## config.mk

```make
export PLATFORM = sky130hd
export DESIGN_NAME = dual_payload_hash_verify
export DESIGN_NICKNAME = d
export VERILOG_FILES = /design/src/rtl/core/dphv_pkg.sv /design/src/rtl/core/dphv_in_stage.sv /design/src/rtl/core/dphv_hash_core.sv /design/src/rtl/core/dphv_out_stage.sv /design/src/rtl/core/dual_payload_hash_verify.sv
export SDC_FILE = /design/constraint.sdc
export NUM_CORES = 2
export LEC_CHECK = 0
export ABC_AREA = 1
export BUFFER_PORTS_ARGS = -buffer_cell sky130_fd_sc_hd__clkbuf_2
export CAP_MARGIN = 20
export CORE_AREA = 10 10 298 300
export CTS_BUF_LIST = sky130_fd_sc_hd__clkbuf_8
export DETAILED_ROUTE_END_ITERATION = 8
export DIE_AREA = 0 0 308 310
export PLACE_DENSITY = 0.76
export SYNTH_ARGS = -nofsm -noshare
export SYNTH_HDL_FRONTEND = slang
export SYNTH_HIERARCHICAL = 1
export SYNTH_SLANG_ARGS = --single-unit
```

## constraint.sdc

```tcl
create_clock -name aclk -period 6.04 [get_ports aclk]
set_input_delay 1.208 -clock aclk [delete_from_list [all_inputs] [get_ports aclk]]
set_output_delay 1.208 -clock aclk [all_outputs]
set_load 0.005 [all_outputs]
```

## src/rtl/core/dphv_pkg.sv

```systemverilog
// Shared types, constants and hash helpers for the dual payload hash verifier.
`default_nettype none

package dphv_pkg;

    localparam int unsigned HASH_W      = 64;
    localparam int unsigned BYTE_W      = 8;
    localparam int unsigned OUT_COUNT_W = 32;
    localparam int unsigned CFG_INDEX_W = 8;

    // FNV-1a 64 offset basis and golden-ratio seed of the combine hash
    localparam logic [HASH_W-1:0] FNV_BASIS = 64'hcbf29ce484222325;
    localparam logic [HASH_W-1:0] GOLDEN    = 64'h9e3779b97f4a7c15;

    // Secondary hash shift amounts
    localparam int unsigned SEC_SHL = 6;
    localparam int unsigned SEC_SHR = 2;

    // Configuration register indexes
    localparam logic [CFG_INDEX_W-1:0] REG_EXPECTED_PRIMARY   = 8'd0;
    localparam logic [CFG_INDEX_W-1:0] REG_EXPECTED_SECONDARY = 8'd1;

    typedef struct packed {
        logic [BYTE_W-1:0] data_byte;
        logic              byte_present;
        logic              last;
    } in_word_t;

    typedef struct packed {
        logic [OUT_COUNT_W-1:0] payload_len;
        logic [HASH_W-1:0]      primary_hash;
        logic [HASH_W-1:0]      secondary_hash;
        logic                   primary_match;
        logic                   secondary_match;
        logic                   intact;
    } result_word_t;

    typedef struct packed {
        logic [HASH_W-1:0] primary;
        logic [HASH_W-1:0] secondary;
    } expected_t;

    // Multiply by the FNV-64 prime 0x100000001b3 as a sum of shifted copies
    function automatic logic [HASH_W-1:0] fnv_mul(input logic [HASH_W-1:0] x);
        fnv_mul = (x << 40) + (x << 8) + (x << 7) + (x << 5)
                + (x << 4) + (x << 1) + x;
    endfunction

    // One step of the shift-add-xor combine hash
    function automatic logic [HASH_W-1:0] sec_step(input logic [HASH_W-1:0] s,
                                                   input logic [BYTE_W-1:0] b);
        sec_step = s ^ ({{(HASH_W-BYTE_W){1'b0}}, b} + GOLDEN
                        + (s << SEC_SHL) + (s >> SEC_SHR));
    endfunction

endpackage

`default_nettype wire

```

## src/rtl/core/dphv_in_stage.sv

```systemverilog
// Input register of the hash verifier: holds one accepted word until it is consumed.
`default_nettype none

module dphv_in_stage (
    input  wire logic               aclk,
    input  wire logic               aresetn,
    input  wire logic               s_valid,
    output logic                    s_ready,
    input  wire dphv_pkg::in_word_t s_data,
    input  wire logic               consume,
    output logic                    word_valid,
    output dphv_pkg::in_word_t      word
);

    logic               valid_reg;
    logic               valid_next;
    dphv_pkg::in_word_t word_reg;

    // Take a new word when empty or when the held word leaves this cycle
    assign s_ready    = !valid_reg || consume;
    assign valid_next = (s_valid && s_ready) || (valid_reg && !consume);

    always_ff @(posedge aclk) begin
        if (!aresetn) begin
            valid_reg <= 1'b0;
        end else begin
            valid_reg <= valid_next;
        end
    end

    always_ff @(posedge aclk) begin
        if (s_valid && s_ready) begin
            word_reg <= s_data;
        end
    end

    assign word_valid = valid_reg;
    assign word       = word_reg;

endmodule

`default_nettype wire

```

## src/rtl/core/dphv_hash_core.sv

```systemverilog
// Running FNV-1a and combine hashes, saturating byte count and match logic.
`default_nettype none

module dphv_hash_core #(
    parameter int unsigned COUNT_BITS = 32
) (
    input  wire logic                   aclk,
    input  wire logic                   aresetn,
    input  wire logic                   step,
    input  wire dphv_pkg::in_word_t     word,
    input  wire dphv_pkg::expected_t    expected,
    output dphv_pkg::result_word_t      result
);

    localparam logic [COUNT_BITS-1:0] COUNT_MAX = {COUNT_BITS{1'b1}};

    logic [dphv_pkg::HASH_W-1:0] primary_reg;
    logic [dphv_pkg::HASH_W-1:0] primary_next;
    logic [dphv_pkg::HASH_W-1:0] secondary_reg;
    logic [dphv_pkg::HASH_W-1:0] secondary_next;
    logic [COUNT_BITS-1:0]       count_reg;
    logic [COUNT_BITS-1:0]       count_next;

    logic [dphv_pkg::HASH_W-1:0] primary_abs;
    logic [dphv_pkg::HASH_W-1:0] secondary_abs;
    logic [COUNT_BITS-1:0]       count_abs;
    logic                        pm;
    logic                        sm;

    always_comb begin
        primary_abs   = primary_reg;
        secondary_abs = secondary_reg;
        count_abs     = count_reg;
        if (word.byte_present) begin
            primary_abs   = dphv_pkg::fnv_mul(primary_reg
                            ^ {{(dphv_pkg::HASH_W-dphv_pkg::BYTE_W){1'b0}}, word.data_byte});
            secondary_abs = dphv_pkg::sec_step(secondary_reg, word.data_byte);
            // hold the count at its maximum once reached
            if (count_reg != COUNT_MAX) begin
                count_abs = count_reg + COUNT_BITS'(1);
            end
        end

        pm = (primary_abs == expected.primary);
        sm = (secondary_abs == expected.secondary);

        result.payload_len     = dphv_pkg::OUT_COUNT_W'(count_abs);
        result.primary_hash    = primary_abs;
        result.secondary_hash  = secondary_abs;
        result.primary_match   = pm;
        result.secondary_match = sm;
        result.intact          = pm && sm;

        primary_next   = primary_reg;
        secondary_next = secondary_reg;
        count_next     = count_reg;
        if (step) begin
            if (word.last) begin
                // restart for the next payload
                primary_next   = dphv_pkg::FNV_BASIS;
                secondary_next = dphv_pkg::GOLDEN;
                count_next     = '0;
            end else begin
                primary_next   = primary_abs;
                secondary_next = secondary_abs;
                count_next     = count_abs;
            end
        end
    end

    always_ff @(posedge aclk) begin
        if (!aresetn) begin
            primary_reg   <= dphv_pkg::FNV_BASIS;
            secondary_reg <= dphv_pkg::GOLDEN;
            count_reg     <= '0;
        end else begin
            primary_reg   <= primary_next;
            secondary_reg <= secondary_next;
            count_reg     <= count_next;
        end
    end

endmodule

`default_nettype wire

```

## src/rtl/core/dphv_out_stage.sv

```systemverilog
// Result register of the hash verifier: holds one result word until the sink takes it.
`default_nettype none

module dphv_out_stage (
    input  wire logic                   aclk,
    input  wire logic                   aresetn,
    input  wire logic                   load,
    input  wire dphv_pkg::result_word_t load_data,
    output logic                        free,
    output logic                        m_valid,
    input  wire logic                   m_ready,
    output dphv_pkg::result_word_t      m_data
);

    logic                   valid_reg;
    logic                   valid_next;
    dphv_pkg::result_word_t data_reg;

    // Slot can take a word when empty or drained this cycle
    assign free       = !valid_reg || m_ready;
    assign valid_next = load || (valid_reg && !m_ready);

    always_ff @(posedge aclk) begin
        if (!aresetn) begin
            valid_reg <= 1'b0;
        end else begin
            valid_reg <= valid_next;
        end
    end

    always_ff @(posedge aclk) begin
        if (load) begin
            data_reg <= load_data;
        end
    end

    assign m_valid = valid_reg;
    assign m_data  = data_reg;

endmodule

`default_nettype wire

```

## src/rtl/core/dual_payload_hash_verify.sv

```systemverilog
// Top level of the dual payload hash verifier: channels, config registers and stage control.
`default_nettype none
// Usage:
//   Stream a payload into the s_ channel, one word per byte (byte_present high),
//   and mark its final word with last. A word with byte_present low and last high
//   closes the payload (an empty payload if nothing came before); a word with both
//   low changes nothing. Each closing word produces one result word on the m_
//   channel: saturating byte count, FNV-1a 64 hash, combine hash, and match flags
//   against the expected hashes written on the cfg_ channel (index 0 primary,
//   index 1 secondary; other indexes are dropped). cfg_ready is always high.
// Timing:
//   One word per cycle sustained while no closing word waits for a free output
//   register. A closing word passes from the input register to the output
//   register, which drives m_. The rate rests on the combinational update of the
//   running hashes: a shift-add multiply by the FNV prime and a four-way add.
// Reset (aresetn low, synchronous): both channels empty, running hashes back to
//   their seeds, count to zero, expected hashes to zero.
// Stall: a result waits in the output register while m_ready is low; data words
//   keep flowing, and a closing word waits in the input register until the
//   output register frees.

module dual_payload_hash_verify #(
    parameter int unsigned COUNT_BITS = 32
) (
    input  wire logic                                aclk,
    input  wire logic                                aresetn,
    input  wire logic                                s_valid,
    output logic                                     s_ready,
    input  wire dphv_pkg::in_word_t                  s_data,
    output logic                                     m_valid,
    input  wire logic                                m_ready,
    output dphv_pkg::result_word_t                   m_data,
    input  wire logic                                cfg_valid,
    output logic                                     cfg_ready,
    input  wire logic [dphv_pkg::CFG_INDEX_W-1:0]    cfg_index,
    input  wire logic [dphv_pkg::HASH_W-1:0]         cfg_data
);

    dphv_pkg::expected_t    expected_reg;
    dphv_pkg::expected_t    expected_next;
    dphv_pkg::in_word_t     word;
    dphv_pkg::result_word_t result;
    logic                   word_valid;
    logic                   out_free;
    logic                   consume;
    logic                   load;

    // Configuration writes are registered; never stall the config channel
    assign cfg_ready = 1'b1;

    always_comb begin
        expected_next = expected_reg;
        if (cfg_valid) begin
            case (cfg_index)
                dphv_pkg::REG_EXPECTED_PRIMARY: begin
                    expected_next.primary = cfg_data;
                end
                dphv_pkg::REG_EXPECTED_SECONDARY: begin
                    expected_next.secondary = cfg_data;
                end
                default: begin
                    expected_next = expected_reg;
                end
            endcase
        end
    end

    always_ff @(posedge aclk) begin
        if (!aresetn) begin
            expected_reg <= '0;
        end else begin
            expected_reg <= expected_next;
        end
    end

    // Advance a data word freely; advance a closing word only into a free result slot
    assign consume = word_valid && (!word.last || out_free);
    assign load    = consume && word.last;

    dphv_in_stage u_in_stage (
        .aclk       (aclk),
        .aresetn    (aresetn),
        .s_valid    (s_valid),
        .s_ready    (s_ready),
        .s_data     (s_data),
        .consume    (consume),
        .word_valid (word_valid),
        .word       (word)
    );

    dphv_hash_core #(
        .COUNT_BITS (COUNT_BITS)
    ) u_hash_core (
        .aclk     (aclk),
        .aresetn  (aresetn),
        .step     (consume),
        .word     (word),
        .expected (expected_reg),
        .result   (result)
    );

    dphv_out_stage u_out_stage (
        .aclk      (aclk),
        .aresetn   (aresetn),
        .load      (load),
        .load_data (result),
        .free      (out_free),
        .m_valid   (m_valid),
        .m_ready   (m_ready),
        .m_data    (m_data)
    );

endmodule

`default_nettype wire
```

==> metrics.cfg <==
[status]
status=finished clean

[die]
rows=106
die_w_um=308
coreArea_mm2=0.0829
num_io_pins=253
start_util_pct=49.4
dieHeight_um=310
die_area_mm2=0.0955

[layout]
drive_gt1_share_pct=11.0
nets=6711
seqCellArea_mm2=0.0110
multi_input_area_mm2=0.0246
largest_reg_flops=163
fillers=8066
syn_to_final_growth_pct=11.1
layout.cells.non_filler=7293
utilization_pct=54.8

[synthesis]
synth_area_mm2=0.0409
ys_types=56
synth_area_leader_cell=nand2_1
synth_cells=5853
synth_area_leaders=nand2_1 15%, dfxtp_1 14%, edfxtp_1 13%, fa_1 12%, inv_1 11%
yosysWarnings=6
synthFlopType=dfxtp_1
synth_area_per_cell_um2=6.99
synth-seq-cells=463
syn_nets=6421
ys_seq_area_share_pct=26.9
yosysTopAreaCellShare_pct=15.1
synth_edf_count=173
synthArstFlopShare_pct=0

[timing]
period_needed_ns=5.91
whs_ns=0.479
maxSlewViolCount=0
finClkSkew_ns=0.0513
timing.slew.headroom_pct=24.6
hold_viol_final=0
setup_violations=0
post-route-period-util_pct=97.9
tightest_slew_ns=1.13
max_freq_mhz=169

[critical_path]
crit_arrival_ns=6.49
path_class=reg2reg
cp-end-kind=flop
critPathMaxFanout=5
worstPathRequired_ns=6.61
worst_setup_path_start_kind=flop

[place]
dpl.hpwl_um=122000
io_buffer_count=251
place_congestion=1.09
dp.cells=7126

[cts]
root_buffer=clkbuf_8
clk-insertion-delay-late_ns=0.73
cts_buffers=81
path_clk_slew_ns=0.06
tritoncts=done
hold_buffers=0
h-tree-depth=3
numClockSinks=463
cts_buffer_depth=3

[drt]
wl_per_cell_um=20.6
dr_total_vias=38600
route.detailed.drc=0
postRouteAntennaNets=0
drt_pass1_iterations=7
wirelength_um=150000
avgViaCountPerCell=5.29
drt_iter0_drc=3985

[global_route]
grt_pass1_wl_um=225000
grt_pass1_vias=37700
antenna_found_initial=1
track_usage_pct=31.0
grt.overflow.total=0
grt_start_max_net_pins=180

[flow_run]
cap_viol_max_count=0

[min_path]
hp-class=reg2reg

-- final timing paths --
check	from	endpoint	slack, ns	depth (start not counted)
worst max-delay path	u_hash_core/primary_reg[45]	u_out_stage/m_data[0]	0.13	27
worst min register to register	u_hash_core/primary_reg[18]	u_hash_core/primary_reg[18]	0.48	2
worst min-delay path	u_hash_core/primary_reg[18]	u_hash_core/primary_reg[18]	0.48	2
worst max register to register	u_hash_core/primary_reg[45]	u_out_stage/m_data[0]	0.13	27
-- worst max-delay path, stage by stage (launching register included) --
cell	delay [ns]
dfxtp_1	0.42
inv_1	0.22
fa_1	0.55
inv_1	0.06
fa_1	0.53
fa_2	0.65
fa_1	0.50
ha_1	0.41
nand2_1	0.14
nor2_2	0.20
inv_2	0.09
nor2_2	0.16
nand2_2	0.13
nor3_1	0.15
nand2_1	0.18
nand2_1	0.12
nand2_1	0.05
nand3_1	0.19
nand2_2	0.12
nand2_1	0.08
nand2_1	0.04
inv_1	0.05
nand2_1	0.05
nor2_1	0.15
nand2_1	0.11
nor2_2	0.15
nand3_2	0.14
nor2_2	0.12
-- metal layers --
metal,global-route usage (%),wire [um],vias up
li1,-,-,18600
met1,39.7,62100,18100
met2,50.9,69200,1551
met3,5.44,11800,267
met4,13.7,6770,0
met5,0,0,-
-- layout by cell type, fill, tap and decap left out, types with 11 or more instances in the layout --
master / Yosys / final
nor3_1: 36 / 36
clkinvlp_4: 0 / 11
ha_1: 233 / 223
inv_1: 1219 / 1234
clkbuf_2: 0 / 250
nand2_2: 59 / 64
buf_4: 3 / 89
inv_2: 13 / 15
nand3b_1: 40 / 40
a21oi_2: 4 / 12
edfxtp_1: 173 / 173
nand4_1: 82 / 82
o211ai_1: 54 / 54
nand3_2: 18 / 19
nor2_1: 514 / 504
fa_1: 248 / 247
a21oi_1: 247 / 239
o21bai_1: 13 / 13
xnor2_1: 42 / 40
nor2_2: 27 / 35
o21ai_0: 144 / 142
nor3_2: 11 / 11
nand3_1: 407 / 406
xor2_1: 92 / 91
nand2_1: 1648 / 1643
dfxtp_1: 290 / 284
clkinv_1: 2 / 12
clkbuf_8: 0 / 95
-- final cells by class --
cell class | count | area share (%)
Clock inverter | 56 | 0.823
Clock buffer | 95 | 2.88
Sequential cell | 463 | 24.2
Timing Repair Buffer | 349 | 4.64
Antenna cell | 2 | 0.0110
Tap cell | 1080 | 2.97
Inverter | 1234 | 10.3
Multi-Input combinational cell | 4014 | 54.2
-- synthesized netlist by cell type, types with 9 or more instances --
cell / number
nor3_2: 11
fa_1: 248
buf_6: 12
inv_2: 13
nand2_2: 59
nor3_1: 36
nor4_1: 10
ha_1: 233
or2_2: 9
o21ai_0: 144
o211ai_1: 54
xnor2_1: 42
nand3b_1: 40
nand3_1: 407
a21oi_1: 247
nand2_1: 1648
edfxtp_1: 173
inv_1: 1219
clkbuf_1: 73
dfxtp_1: 290
xor2_1: 92
nand4_1: 82
buf_1: 12
buf_2: 30
nor2_1: 514
or2_1: 10
nand3_2: 18
nor2_2: 27
o21bai_1: 13
buf_8: 12
-- kinds of logic (layout without fill, tap and decap cells) --
logic type / after synthesis / count (layout) / share of synthesized area (%)
other: 1 / 3 / 0.00917
buffers and inverters: 1376 / 1734 / 13.3
and+or+nand+nor: 2894 / 2894 / 30.4
adders and majority gates: 481 / 481 / 19.3
AOI/OAI and AO/OA: 490 / 490 / 6.57
xor gates and xnor gates: 148 / 148 / 3.60
DFF: 463 / 463 / 26.9
-- metrics by stage --
stage / TNS [ns] / worst slack [ns] / cell area (um2)
finish: 0 / 0.127 / 45500
global route: -0.00467 / -0.00467 / 45500
CTS: 0 / 0.0408 / 45200
detailed placement: -0.270 / -0.171 / 43400
global placement: -0.242 / -0.153 / 43400
floorplan: 0 / 0.471 / 40900
-- timing repair --
item / 4_1_cts / 5_1_grt
resized for setup: 6 / 49
buffers inserted: 2 / 12
setup endpoints to repair: 2 / 2
Power is left out: the tool's default activity adds up to more than one toggle a clock period on the data nets, which glitch-free logic cannot reach.
